File: config.mk
export PLATFORM = sky130hd
export DESIGN_NAME = quadrature_encoder_poll_decoder_unit
export DESIGN_NICKNAME = d
export VERILOG_FILES = /design/src/rtl/core/qepd_pkg.sv /design/src/rtl/core/quadrature_encoder_poll_decoder_unit.sv /design/src/rtl/core/qepd_step.sv
export VERILOG_INCLUDE_DIRS = /design/src /design/src/rtl/core
export SDC_FILE = /design/constraint.sdc
export NUM_CORES = 1
export LEC_CHECK = 0
export BUFFER_PORTS_ARGS = -buffer_cell sky130_fd_sc_hd__buf_4
export CAP_MARGIN = 20
export CORE_ASPECT_RATIO = 1.4
export CORE_MARGIN = 1
export CORE_UTILIZATION = 25
export CTS_CLUSTER_SIZE = 10
export DETAILED_ROUTE_END_ITERATION = 8
export HOLD_SLACK_MARGIN = 0.15
export SLEW_MARGIN = 0
export SYNTH_ARGS = -nofsm -noshare
export SYNTH_HDL_FRONTEND = slang
export SYNTH_SLANG_ARGS = --single-unit
File: constraint.sdc
create_clock -name clk -period 6.5 [get_ports clk]
set_clock_uncertainty 0.2 [all_clocks]
set_input_delay 0.325 -clock clk [delete_from_list [all_inputs] [get_ports clk]]
set_output_delay 0.325 -clock clk [all_outputs]
set_load 0.005 [all_outputs]
File: src/rtl/core/quadrature_encoder_poll_decoder_unit_defines.svh
// Assertion macros for the quadrature encoder poll decoder.
`ifndef QUADRATURE_ENCODER_POLL_DECODER_UNIT_DEFINES_SVH
`define QUADRATURE_ENCODER_POLL_DECODER_UNIT_DEFINES_SVH

`ifndef SYNTHESIS
`define QEPD_ASSERT(label, prop, msg) \
	label: assert property (@(posedge clk) disable iff (!arst_n) prop) else $error(msg);
`define QEPD_ASSERT_ALWAYS(label, prop, msg) \
	label: assert property (@(posedge clk) prop) else $error(msg);
`else
`define QEPD_ASSERT(label, prop, msg)
`define QEPD_ASSERT_ALWAYS(label, prop, msg)
`endif

`endif

File: src/rtl/core/qepd_pkg.sv
`timescale 1ns / 1ps
package qepd_pkg;

	localparam int ShiftW   = 16;
	localparam int TrackerW = 9;
	localparam int TableW   = 32;
	localparam int SpcW     = 8;
	localparam int CfgIdxW  = 2;
	localparam int CfgDataW = 32;

	localparam logic [CfgIdxW-1:0] RegMode  = 2'd0;
	localparam logic [CfgIdxW-1:0] RegCw    = 2'd1;
	localparam logic [CfgIdxW-1:0] RegTable = 2'd2;
	localparam logic [CfgIdxW-1:0] RegSpc   = 2'd3;

	localparam logic              ModeDebounce = 1'b0;
	localparam logic              ModeTracker  = 1'b1;

	localparam logic [1:0]        CwRst    = 2'b01;
	localparam logic [TableW-1:0] TableRst = 32'h3443_C11C;
	localparam logic [SpcW-1:0]   SpcRst   = 8'd4;

	typedef logic signed [1:0] dir_t;

	typedef struct packed {
		logic              mode;
		logic [1:0]        cw_sign;
		logic [TableW-1:0] transition_table;
		logic [SpcW-1:0]   steps_per_count;
	} cfg_t;

endpackage

File: src/rtl/core/quadrature_encoder_poll_decoder_unit.sv
`timescale 1ns / 1ps
// Pipeline: an accepted input is held in the input register, then its result is loaded
// into the result register, which drives out_valid and direction.
// Throughput: one sample per cycle; out_ready low on a held result stalls the pipeline.
// Reset: arst_n clears the pipeline, the debounce shift, previous AB and the tracker,
// and loads mode 0, cw sign +1, the standard transition table and steps_per_count 4.
`include "quadrature_encoder_poll_decoder_unit_defines.svh"
module quadrature_encoder_poll_decoder_unit
	import qepd_pkg::*;
#(
	parameter int DEBOUNCE_LEN = 12
) (
	input  logic                clk,
	input  logic                arst_n,
	input  logic                in_valid,
	output logic                in_ready,
	input  logic                channel_a,
	input  logic                channel_b,
	output logic                out_valid,
	input  logic                out_ready,
	output dir_t                direction,
	input  logic                cfg_we,
	input  logic [CfgIdxW-1:0]  cfg_index,
	input  logic [CfgDataW-1:0] cfg_data
);

	cfg_t cfg_q;
	logic valid_s1;
	logic a_s1;
	logic b_s1;
	logic valid_s2;
	dir_t dir_s2;
	dir_t dir_calc;
	logic advance;

	assign advance   = valid_s1 && (!valid_s2 || out_ready);
	assign in_ready  = !valid_s1 || advance;
	assign out_valid = valid_s2;
	assign direction = dir_s2;

	always_ff @(posedge clk or negedge arst_n) begin
		if (!arst_n) begin
			cfg_q.mode             <= ModeDebounce;
			cfg_q.cw_sign          <= CwRst;
			cfg_q.transition_table <= TableRst;
			cfg_q.steps_per_count  <= SpcRst;
		end else if (cfg_we) begin
			unique case (cfg_index)
				RegMode:  cfg_q.mode             <= cfg_data[0];
				RegCw:    cfg_q.cw_sign          <= cfg_data[1:0];
				RegTable: cfg_q.transition_table <= cfg_data[TableW-1:0];
				RegSpc:   cfg_q.steps_per_count  <= cfg_data[SpcW-1:0];
				default:  cfg_q.mode             <= cfg_q.mode;
			endcase
		end
	end

	always_ff @(posedge clk or negedge arst_n) begin
		if (!arst_n) begin
			valid_s1 <= 1'b0;
			valid_s2 <= 1'b0;
		end else begin
			if (in_ready) begin
				valid_s1 <= in_valid;
			end
			if (advance) begin
				valid_s2 <= 1'b1;
			end else if (out_ready) begin
				valid_s2 <= 1'b0;
			end
		end
	end

	always_ff @(posedge clk) begin
		if (in_valid && in_ready) begin
			a_s1 <= channel_a;
			b_s1 <= channel_b;
		end
		if (advance) begin
			dir_s2 <= dir_calc;
		end
	end

	qepd_step #(
		.DEBOUNCE_LEN(DEBOUNCE_LEN)
	) u_step (
		.clk   (clk),
		.arst_n(arst_n),
		.en    (advance),
		.a     (a_s1),
		.b     (b_s1),
		.cfg   (cfg_q),
		.dir   (dir_calc)
	);

	`QEPD_ASSERT(a_accept_fills_s1, (in_valid && in_ready) |=> valid_s1, "input lost")
	`QEPD_ASSERT(a_advance_fills_s2, advance |=> out_valid, "result not registered")
	`QEPD_ASSERT(a_drain, (out_valid && out_ready && !valid_s1) |=> !out_valid, "result repeated")
	`QEPD_ASSERT_ALWAYS(a_dir_range, out_valid |-> (direction != 2'sb10), "direction out of range")

endmodule

File: src/rtl/core/qepd_step.sv
`timescale 1ns / 1ps
module qepd_step
	import qepd_pkg::*;
#(
	parameter int DEBOUNCE_LEN = 12
) (
	input  logic clk,
	input  logic arst_n,
	input  logic en,
	input  logic a,
	input  logic b,
	input  cfg_t cfg,
	output dir_t dir
);

	localparam logic [ShiftW-1:0] ForcedOnes =
		ShiftW'((32'hFFFF << (DEBOUNCE_LEN + 1)) & 32'hFFFF);
	localparam logic [ShiftW-1:0] EdgePattern =
		ForcedOnes | ShiftW'(32'd1 << DEBOUNCE_LEN);

	logic [ShiftW-1:0]          debounce_q;
	logic [1:0]                 prev_ab_q;
	logic signed [TrackerW-1:0] tracker_q;

	logic [ShiftW-1:0]          debounce_d;
	logic [3:0]                 idx;
	logic signed [1:0]          entry;
	logic signed [1:0]          cw;
	logic signed [2:0]          prod;
	logic signed [TrackerW-1:0] sum;
	logic [TrackerW-1:0]        thr;
	logic [TrackerW-1:0]        thr_neg;
	logic                       hit;
	dir_t                       dir_deb;

	assign debounce_d = {debounce_q[ShiftW-2:0], a} | ForcedOnes;
	assign idx        = {prev_ab_q, a, b};
	assign entry      = cfg.transition_table[{idx, 1'b0} +: 2];

	always_comb begin
		unique case (cfg.cw_sign)
			2'b01:   cw = 2'sb01;
			2'b00:   cw = 2'sb00;
			default: cw = 2'sb11;
		endcase
	end

	always_comb begin
		unique case (cw)
			2'sb01:  prod = 3'(entry);
			2'sb00:  prod = 3'sb000;
			default: prod = -(3'(entry));
		endcase
	end

	assign sum     = tracker_q + TrackerW'(prod);
	assign thr     = (cfg.steps_per_count == '0) ? TrackerW'(1) : TrackerW'(cfg.steps_per_count);
	assign thr_neg = ~thr + TrackerW'(1);
	assign hit     = (sum == thr) || (sum == thr_neg);
	assign dir_deb = (debounce_d == EdgePattern) ? (b ? -cw : cw) : 2'sb00;

	always_comb begin
		if (cfg.mode == ModeDebounce) begin
			dir = dir_deb;
		end else if (hit) begin
			dir = sum[TrackerW-1] ? 2'sb11 : 2'sb01;
		end else begin
			dir = 2'sb00;
		end
	end

	always_ff @(posedge clk or negedge arst_n) begin
		if (!arst_n) begin
			debounce_q <= '0;
			prev_ab_q  <= '0;
			tracker_q  <= '0;
		end else if (en) begin
			if (cfg.mode == ModeDebounce) begin
				debounce_q <= debounce_d;
			end else begin
				prev_ab_q <= {a, b};
				tracker_q <= hit ? '0 : sum;
			end
		end
	end

endmodule

==> summary.txt, run 1 <==
Floorplan
  • Core box area: 16100 um2
  • Die height: 154 um
  • Die Wd: ~110 um
  • Rows: 55
  • # IOs: 45
  • Starting Density: 25.6%
  • Die Area: 17000 um2

Synth
  • Net Count, Synth: 391
  • EDFF count, synth: 4
  • Mapped Area: 4120 um2
  • Synth Area per Inst: 12.1 um2
  • Synth Flop Type: dfrtp_1
  • Synth cell types: 66
  • Count of state elements after synthesis: 72
  • Yosys warns: 0
  • Largest cells by area after synthesis: dfrtp_1 33%, mux2_2 16%, dfstp_2 8.9%, mux4_2 4.4%, ha_1 3.0%
  • Synth area leader: dfrtp_1
  • Post-Synthesis Cells: 339
  • Post-synth top area share: 32.8%
  • Post-synthesis sequential area ratio: 44.7%
  • Asr flop ratio synth: a little over nine tenths

Setup path
  • CP Cell Sequence: mux4_2 -> mux4_2 -> ha_1 -> nand2_1 -> o21ai_4 -> ha_1 -> a21oi_1 -> o211ai_1 -> a211o_1 -> o31a_1 -> o2bb2ai_1 -> nor3_2 -> a221o_1
  • Crit path required time: 6.38 ns
  • Crit path DAT: 4.87 ns
  • Crit-path max FO: 8
  • Critical path launch point type: flip-flop
  • Worst path max stage delay: approximately 0.58 ns
  • CP max-delay cell: o2bb2ai_1
  • Critical path endpoint category: flip-flop
  • CP bufs+invs: 0
  • Crit-path leading delay family: compound AO/OA/AOI/OAI gates
  • Crit Path Class: reg -> reg

Status
  • Status: complete, no violations

Placement
  • Post-DP Area: 4630 um2
  • Port Buf Inserts: 44
  • RD Place Congestion: between 0.8 and 0.9
  • Detail Placement HPWL: 7030 um
  • Dpl cells: roughly 570
  • Pre-CTS WS: 1.51 ns

Power and ir drop
  • Switch Pwr: 841 uW
  • Switching part of the total: 37.5%
  • PwrDens: 419 nW/um2
  • P_leak: 0.00220 uW
  • Clk pwr share: 22.5%
  • Combinational share of power: 46.8%
  • VDD IR max: ~0.24 mV
  • Seq pwr share: 30.7%
  • Internal Power: 1400 uW

Cells and area
  • Cell Count, Final, Fillers Out: 624
  • Area grow syn2layout: 29.8%
  • Nets@finish: 472
  • ANT cells: 0
  • Ratio of cells with drive above 1 in the final layout: 34.6%
  • Final Core Density: 33.2%
  • Final instance area: between 5000 and 6000 um2
  • Commonest non-fill, non-tap cell in the layout: mux2_2
  • Commonest cells after routing, fill and taps aside: 57 x mux2_2, 54 x dfrtp_1, 45 x buf_4, 40 x dlygate4sd3_1, 24 x nand2_1

Clock network
  • Total clock sinks: 72
  • Clock Latency Late Sink: 0.33 ns
  • CTS tree: built
  • Setup Fix Bufs, Post-CTS: 0
  • H-tree level count: 3
  • TritonCTS Buffers: 9
  • Post-CTS sizing: 0
  • Maximum buffer depth of the clock tree: 2
  • Root Driver: clkbuf_16
  • Clock transition at path regs: 0.05 ns

Global routing
  • Remaining Overflow, GRT: 0
  • Initial antenna violation count: 0
  • First-pass GRT wire length: 15800 um
  • Vias in the first global route: 3189
  • Gr usage total: between 10% and 20%
  • Largest net degree at the start of global routing: a little under 70

Drt
  • Via density: about 4.9
  • First drt pass iteration count: 4
  • 1st-iter DRT viols: 111
  • Vias: 3087
  • Post-Route WL: 9560 um
  • Routed Antenna Nets: 0
  • DRC: 0
  • Wire per inst: 15.3 um

STA
  • Max Fclk: about 200 MHz
  • Fin. Hold Viols: 0
  • RSZ-0062 raised after global routing: no
  • Final period util: 76.8%
  • Slew @ Worst Pin: about 0.85 ns
  • Max-slew violations: 0
  • Crit path time final: 4.99 ns
  • Setup violations, final: 0
  • Worst slew margin: 43.6%
  • Final worst slack: 1.51 ns
  • Total Neg Setup Slack: 0 ns

Hold path
  • Hold Crit Class: in -> reg

Job
  • Max-Cap Viols: 0
## Yosys cell counts (2+ instances only)
| cell type | n |
|---|---|
| a21o_1 | 2 |
| a21oi_1 | 7 |
| and2_0 | 2 |
| and2_1 | 2 |
| and3_1 | 6 |
| buf_1 | 2 |
| buf_2 | 4 |
| clkbuf_1 | 8 |
| dfrtp_1 | 54 |
| dfstp_2 | 14 |
| edfxtp_1 | 4 |
| ha_1 | 10 |
| inv_1 | 6 |
| mux2_2 | 57 |
| mux2i_1 | 5 |
| mux4_2 | 8 |
| nand2_1 | 24 |
| nand2b_1 | 3 |
| nand3_1 | 12 |
| nand3b_1 | 3 |
| nand4_1 | 2 |
| nor2_1 | 13 |
| nor2b_1 | 4 |
| nor3_1 | 4 |
| nor3b_1 | 5 |
| nor4_1 | 3 |
| nor4b_1 | 3 |
| o211ai_1 | 10 |
| o21a_1 | 3 |
| o21ai_0 | 3 |
| o21bai_1 | 2 |
| o22ai_1 | 2 |
| o311ai_0 | 5 |
| or3_1 | 2 |
| xnor2_1 | 6 |
| xnor3_1 | 2 |
| xor2_1 | 8 |
## final cells by class
cell class / count / area [um2]
inverter: 6 / 22.5
sequential: 72 / 1840
clock buffer: 12 / 256
clock inverter: 4 / 51.3
timing repair buffer: 85 / 738
tap: 199 / 249
fill: 1622 / 10800
multi-input combinational: 246 / 2180
## sequential cells by signal, summed over array words and instances, names as in the netlist
name,flops
a_s1,1
b_s1,1
cfg_q,43
direction,2
out_valid,1
u_step.debounce_q,12
u_step.prev_ab_q,2
u_step.tracker_q,9
valid_s1,1
## stage by stage
stage / power (uW) / hold WS (ns)
after global routing: 2390 / 0.236
after detailed placement: 1710 / 0.284
after floorplan: 1470 / -0.171
after CTS: 2250 / 0.217
after global placement: 1680 / 0.276
final: 2240 / 0.236
## layer usage
metal  part of all wire [%]  vias to the layer above  wire length, um  track usage [%]
li1                       -                     1442                -                -
met1                     37                     1538             3550             12.1
met2                     55                       78             5280             21.9
met3                    2.8                       29              265             2.33
met4                    4.9                        0              465             6.67
met5                      0                        -                0                0
## worst paths after layout
| kind | cells past startpoint | end | from | slack (ns) |
|---|---|---|---|---|
| worst max register to register | 13 | direction[0] | b_s1 | 1.51 |
| worst min register to register | 1 | out_valid | valid_s1 | 0.30 |
| min in group asynchronous | 2 | u_step.debounce_q[2] | arst_n | 0.43 |
| max in group asynchronous | 2 | cfg_q[3] | arst_n | 5.10 |
| worst max-delay path | 13 | direction[0] | b_s1 | 1.51 |
| worst min-delay path | 3 | cfg_q[41] | cfg_we | 0.24 |
## cells by family after synthesis
kind of cell,count (synthesis),synth area share [%]
buffers and inverters,21,2.22
AO/OA/AOI/OAI,52,10.2
adder cells (fa/ha/maj),11,3.53
multiplexers,71,21.8
XOR/XNOR,17,4.65
flip-flops,72,44.7
AND/OR/NAND/NOR,95,12.9
## repair_timing
action	in CTS	in global routing
setup endpoints to repair	0	0
endpoints found under the hold margin	101	0
hold buffers	40	0
## worst register-to-register path, stage by stage (launching register included)
cell and delay, ns:
edfxtp_1 0.55, mux4_2 0.55, mux4_2 0.48, ha_1 0.19, nand2_1 0.10, o21ai_4 0.11, ha_1 0.37, a21oi_1 0.39
o211ai_1 0.16, a211o_1 0.36, o31a_1 0.13, o2bb2ai_1 0.58, nor3_2 0.19, a221o_1 0.37
## power groups by stage
stage / sequential [uW] / combinational [uW] / clock (uW)
after global placement: 694 / 989 / 0
after floorplan: 644 / 829 / 0
after detailed placement: 697 / 1010 / 0
after CTS: 690 / 1050 / 512
after global routing: 705 / 1150 / 538
final: 688 / 1050 / 503
Power figures use the tool's default switching activity.
==> inputs of run 2 (changes only) <==
==> constraint.sdc (replaced) <==
create_clock -name clk -period 4.7 [get_ports clk]
set_clock_uncertainty 0.2 [all_clocks]
set_input_delay 0.235 -clock clk [delete_from_list [all_inputs] [get_ports clk]]
set_output_delay 0.235 -clock clk [all_outputs]
set_load 0.005 [all_outputs]
==> run 2 against run 1 <==
Against the previous run: critical path type unchanged; die area did not move; largest power group unchanged; global-route usage rose by 0.34 points; clock power rose by 22%; highest routed layer unchanged; non-clock buffer count rose by 29.
==> summary.txt, run 2 (synthesized netlist as in run 1, its figures left out) <==
Setup path
  • Critical path launch point type: flip-flop
  • Crit-path max FO: 8
  • CP max-delay cell: mux4_2
  • Crit path required time: 4.70 ns
  • Crit path DAT: 4.55 ns
  • CP Cell Sequence: mux4_2 -> mux4_2 -> ha_4 -> o22ai_4 -> ha_4 -> a211oi_4 -> o211ai_1 -> a211o_1 -> and2_4 -> a2111o_4 -> nor4_4 -> o211ai_1
  • Crit Path Class: reg -> reg
  • Reg2reg start: b_s1
  • Critical path endpoint category: flip-flop
  • CP bufs+invs: 0
  • Reg2reg path depth: 12
  • RR Endpoint: u_step.tracker_q[7]
  • Critical path origin: b_s1
  • Worst path max stage delay: 0.54 ns
  • R2R setup slack: 0.16 ns
  • Crit-path leading delay family: compound AO/OA/AOI/OAI gates

Hold path
  • Worst Hold Launch: u_step.debounce_q[11]
  • Hold Crit Endpoint: u_step.debounce_q[11]
  • Hold Crit Class: reg -> reg
  • Worst Hold Depth: 1

Global routing
  • Initial antenna violation count: 0
  • Largest net degree at the start of global routing: between 60 and 70
  • Remaining Overflow, GRT: 0
  • Gr usage total: 12.0%
  • Vias in the first global route: 3410
  • First-pass GRT wire length: 16300 um

Clock network
  • Total clock sinks: about 70
  • Clock transition at path regs: 0.06 ns
  • Maximum buffer depth of the clock tree: 2
  • H-tree level count: 3
  • Clock Latency Late Sink: 0.34 ns
  • CTS tree: built
  • TritonCTS Buffers: 9
  • Root Driver: clkbuf_16

Placement
  • Post-DP Area: roughly 4800 um2
  • RD Place Congestion: 0.832
  • Port Buf Inserts: 44
  • Detail Placement HPWL: 7320 um

Cells and area
  • Final instance area: 5700 um2
  • ANT cells: 0
  • Fillers: 1600
  • Biggest regs: cfg_q: 43 flops, u_step.debounce_q: 12 flops, u_step.tracker_q: 9 flops
  • Top reg by flops: cfg_q
  • Ratio of cells with drive above 1 in the final layout: around two fifths
  • Area of the multi-input gates: 2360 um2
  • Register area: roughly 1800 um2
  • Nets@finish: 502
  • Max FFs per register: between 40 and 50
  • Commonest non-fill, non-tap cell in the layout: buf_4
  • Area grow syn2layout: 38.6%
  • Commonest cells after routing, fill and taps aside: 70 x buf_4, 57 x mux2_2, 54 x dfrtp_1, 43 x dlygate4sd3_1, 23 x nand2_1

Power and ir drop
  • VDD IR max: 0.291 mV
  • PnR Total Power: 3470 uW
  • PwrDens: 609 nW/um2
  • P_leak: 0.00234 uW

Floorplan
  • Die Wd: 110 um
  • Core box area: 16100 um2
  • Die height: 154 um
  • Rows: 55
  • Die Area: 17000 um2
  • Starting Density: about 26%
  • # IOs: 45

Drt
  • Routed Antenna Nets: 0
  • 1st-iter DRT viols: 124
  • Via density: 4.83
  • Post-Route WL: 10100 um
  • Wire per inst: 15.5 um
  • First drt pass iteration count: 4
  • Vias: 3156
  • DRC: 0

STA
  • Final period util: 96.6%
  • Setup violations, final: 0
  • Worst slew margin: 42.5%
  • Fin. Hold Viols: 0
  • Max-slew violations: 0
  • RSZ-0062 raised after global routing: yes
  • Max Fclk: 220 MHz
  • Slew @ Worst Pin: between 0.8 and 0.9 ns
  • Crit path time final: about 4.5 ns
  • WHS: between 0.3 and 0.4 ns

Job
  • Max-Cap Viols: 0

Status
  • Status: complete, no violations
## run 2: cell count changes in the layout (fill, tap and decap cells not counted), moves of 2 or more
cell           change
clkbuf_8           -2
a21oi_1            -2
dlygate4sd3_1      +3
a21oi_2            +2
ha_1               -7
o311ai_0           -3
o311ai_1           +3
ha_4               +6
buf_4             +25
## run 2: layer usage
| metal | vias to the layer above | routed length [um] | GRT usage (%) |
|---|---|---|---|
| li1 | 1502 | - | - |
| met1 | 1563 | 3860 | 11.9 |
| met2 | 69 | 5640 | 23.3 |
| met3 | 22 | 264 | 1.97 |
| met4 | 0 | 360 | 7.24 |
| met5 | - | 0 | 0 |
## run 2: worst max path at each step
stage                                endpoint  slack [ns]  depth (start not counted)
after detailed placement         direction[0]       -0.08                         12
after CTS                 u_step.tracker_q[0]        0.02                         14
after global routing      u_step.tracker_q[7]       -0.06                         12
after floorplan                  direction[0]        0.11                         14
after global placement           direction[0]       0.007                         12
final                     u_step.tracker_q[7]        0.16                         12
## run 2: report_power, final
part	internal, uW	switching, uW
combinational	988	911
sequential	805	153
clock	356	260
total	2150	1320
## run 2: stage by stage
step / setup slack (ns) / utilization (%) / setup TNS, ns / std cells
after floorplan: 0.111 / - / 0 / 339
after global placement: 0.00707 / 29.8 / 0 / 589
after detailed placement: -0.0788 / 29.8 / -0.472 / 589
after CTS: 0.0158 / 34.2 / 0 / 650
after global routing: -0.0593 / 35.4 / -0.344 / 654
final: 0.160 / 35.4 / 0 / 654
## run 2: area by class of cell
type                    instances  area share (%)
clock buffers                  11            4.08
inverters                       6           0.395
repair buffers                114            17.0
flip-flops and latches         72            32.2
well taps                     199            4.36
multi-input cells             247            41.4
clock inverters                 5           0.592
## run 2: worst reg2reg max path, stage by stage, from the launching register on
cell      delay (ns)
edfxtp_1        0.51
mux4_2          0.54
mux4_2          0.52
ha_4            0.24
o22ai_4         0.20
ha_4            0.24
a211oi_4        0.29
o211ai_1        0.14
a211o_1         0.29
and2_4          0.17
a2111o_4        0.52
nor4_4          0.42
o211ai_1        0.15
## run 2: timing repair
| action | CTS | global route |
|---|---|---|
| gates resized for setup | 1 | 27 |
| gates cloned | 0 | 1 |
| endpoints found under the setup margin | 10 | 11 |
| hold endpoints to repair | 101 | 0 |
| pin swaps | 3 | 14 |
| hold buffers | 43 | 0 |
| setup buffers | 2 | 3 |
==> inputs of run 3 (changes only) <==
--- a/config.mk
+++ b/config.mk
@@ -11,6 +11,7 @@
 export CORE_ASPECT_RATIO = 1.4
 export CORE_MARGIN = 1
 export CORE_UTILIZATION = 25
+export CTS_BUF_LIST = sky130_fd_sc_hd__clkbuf_8
 export CTS_CLUSTER_SIZE = 10
 export DETAILED_ROUTE_END_ITERATION = 8
 export HOLD_SLACK_MARGIN = 0.15
==> run 3 against run 2 <==
Against the previous run: clock power decreased by 32%; non-clock buffer count increased by 4; core utilization decreased by 0.50 points; global-route usage decreased by 0.14 points; flip-flop and latch count unchanged; total power decreased by 5.6%; register-to-register slack got worse by 0.11 ns; die area unchanged; worst setup slack got worse by 0.11 ns; routed wire length increased by 0.29%; highest routed layer unchanged.
==> summary.txt, run 3 (synthesized netlist as in run 1, its figures left out) <==
Cells and area
  • Max FFs per register: 43
  • Area of the multi-input gates: 2350 um2
  • ANT cells: 0
  • Commonest non-fill, non-tap cell in the layout: buf_4
  • Biggest regs: cfg_q: 43 flops, u_step.debounce_q: 12 flops, u_step.tracker_q: 9 flops
  • Commonest cells after routing, fill and taps aside: 73 x buf_4, 57 x mux2_2, 54 x dfrtp_1, 43 x dlygate4sd3_1, 23 x nand2_1
  • Top reg by flops: cfg_q
  • Area grow syn2layout: 36.7%
  • Register area: 1840 um2
  • Fillers: 1623
  • Nets@finish: 506
  • Ratio of cells with drive above 1 in the final layout: 41.6%

Clock network
  • H-tree level count: 3
  • Maximum buffer depth of the clock tree: 2
  • Clock transition at path regs: 0.08 ns
  • CTS tree: built
  • Total clock sinks: 72
  • Root Driver: clkbuf_8
  • TritonCTS Buffers: 9
  • Clock Latency Late Sink: around 0.35 ns

Hold path
  • Hold Crit Class: reg -> reg

Floorplan
  • Starting Density: between 20 and 30%
  • Die Wd: 110 um
  • Core box area: about 16000 um2
  • Rows: between 50 and 60
  • # IOs: 45
  • Die height: 154 um
  • Die Area: 17000 um2

Global routing
  • Gr usage total: about an eighth
  • First-pass GRT wire length: 16200 um
  • Largest net degree at the start of global routing: 69
  • Remaining Overflow, GRT: 0
  • Vias in the first global route: between 3000 and 4000
  • Initial antenna violation count: 0

Drt
  • Routed Antenna Nets: 0
  • Wire per inst: 15.4 um
  • DRC: 0
  • Vias: 3216
  • 1st-iter DRT viols: 152
  • First drt pass iteration count: 6
  • Post-Route WL: 10200 um
  • Via density: 4.89

Job
  • Max-Cap Viols: 0

STA
  • RSZ-0062 raised after global routing: yes
  • Crit path time final: around 4.7 ns
  • Max-slew violations: 0
  • Fin. Hold Viols: 0
  • Setup violations, final: 0
  • Final period util: 99.0%
  • Final worst slack: approximately 0.047 ns
  • Max Fclk: around 210 MHz
  • Worst slew margin: 42.8%
  • Slew @ Worst Pin: approximately 0.86 ns

Placement
  • RD Place Congestion: 0.832
  • Port Buf Inserts: 44
  • Pre-CTS WS: -0.0788 ns
  • Detail Placement HPWL: 7320 um

Power and ir drop
  • PwrDens: 583 nW/um2
  • VDD IR max: 0.249 mV
  • P_leak: 0.00233 uW
  • PnR Total Power: 3280 uW

Setup path
  • Crit path DAT: roughly 4.7 ns
  • Critical path endpoint category: flip-flop
  • CP most frequent cell: mux4_2
  • Critical path launch point type: flip-flop
  • Crit-path max FO: 6
  • CP Cell Sequence: mux4_2 -> mux4_2 -> ha_4 -> o22ai_4 -> fa_2 -> buf_6 -> xnor3_1 -> nand2_1 -> or4b_4 -> a2111o_1 -> o41ai_2 -> a221o_1
  • Crit path required time: 4.72 ns
  • Worst path max stage delay: 0.55 ns
  • Crit-path leading delay family: multiplexers
  • Crit Path Class: reg -> reg
  • CP bufs+invs: 1
  • CP max-delay cell: or4b_4

Status
  • Status: complete, no violations
[run 3: routing by layer]
metal | track usage, % | part of all wire, % | up-vias
met2 | 22.8 | 56 | 74
met3 | 1.89 | 2.4 | 20
met1 | 11.9 | 38 | 1609
met5 | 0 | 0 | -
li1 | - | - | 1513
met4 | 7.30 | 3.9 | 0
[run 3: layout make-up]
class | instances | area share (%)
tap | 199 | 4.43
multi-input combinational | 247 | 41.7
clock buffer | 9 | 2.20
inverter | 6 | 0.400
sequential | 72 | 32.7
clock inverter | 7 | 0.734
timing repair buffer | 118 | 17.8
[run 3: where the power goes]
part / internal [uW] / switching [uW] / leakage, uW / total (uW)
combinational: 984 / 920 / 0.00140 / 1900
sequential: 803 / 152 / 0.000837 / 956
clock: 187 / 234 / 0.0000876 / 420
total: 1970 / 1310 / 0.00233 / 3280
[run 3: path summary, 6_finish.rpt]
kind | start | endpoint | slack [ns] | cells after the start
max | b_s1 | direction[0] | 0.05 | 12
min | u_step.debounce_q[11] | u_step.debounce_q[11] | 0.31 | 1
max reg2reg | b_s1 | direction[0] | 0.05 | 12
min reg2reg | u_step.debounce_q[11] | u_step.debounce_q[11] | 0.31 | 1
max in group asynchronous | arst_n | cfg_q[6] | 3.40 | 2
min in group asynchronous | arst_n | u_step.debounce_q[9] | 0.35 | 2
[run 3: worst register-to-register path, stage by stage, from the launching register on]
cell      delay, ns
edfxtp_1       0.52
mux4_2         0.54
mux4_2         0.53
ha_4           0.30
o22ai_4        0.08
fa_2           0.36
buf_6          0.13
xnor3_1        0.43
nand2_1        0.08
or4b_4         0.55
a2111o_1       0.52
o41ai_2        0.09
a221o_1        0.19
[run 3: repair_timing]
item	4_1_cts	5_1_grt
gates resized for setup	1	26
cloned	0	1
pin swaps	3	20
endpoints found under the hold margin	103	0
endpoints found under the setup margin	10	11
buffers inserted	2	7
hold buffers	43	0
[run 3: per-stage QoR]
stage | cells | utilization (%) | setup TNS, ns | hold WS, ns | instance area, um2
after floorplan | 339 | - | 0 | -0.261 | 4120
after global placement | 589 | 29.8 | 0 | 0.189 | 4790
after detailed placement | 589 | 29.8 | -0.472 | 0.205 | 4790
after CTS | 650 | 33.6 | 0 | 0.308 | 5410
after global routing | 658 | 34.9 | -0.932 | 0.332 | 5620
final | 658 | 34.9 | 0 | 0.308 | 5620
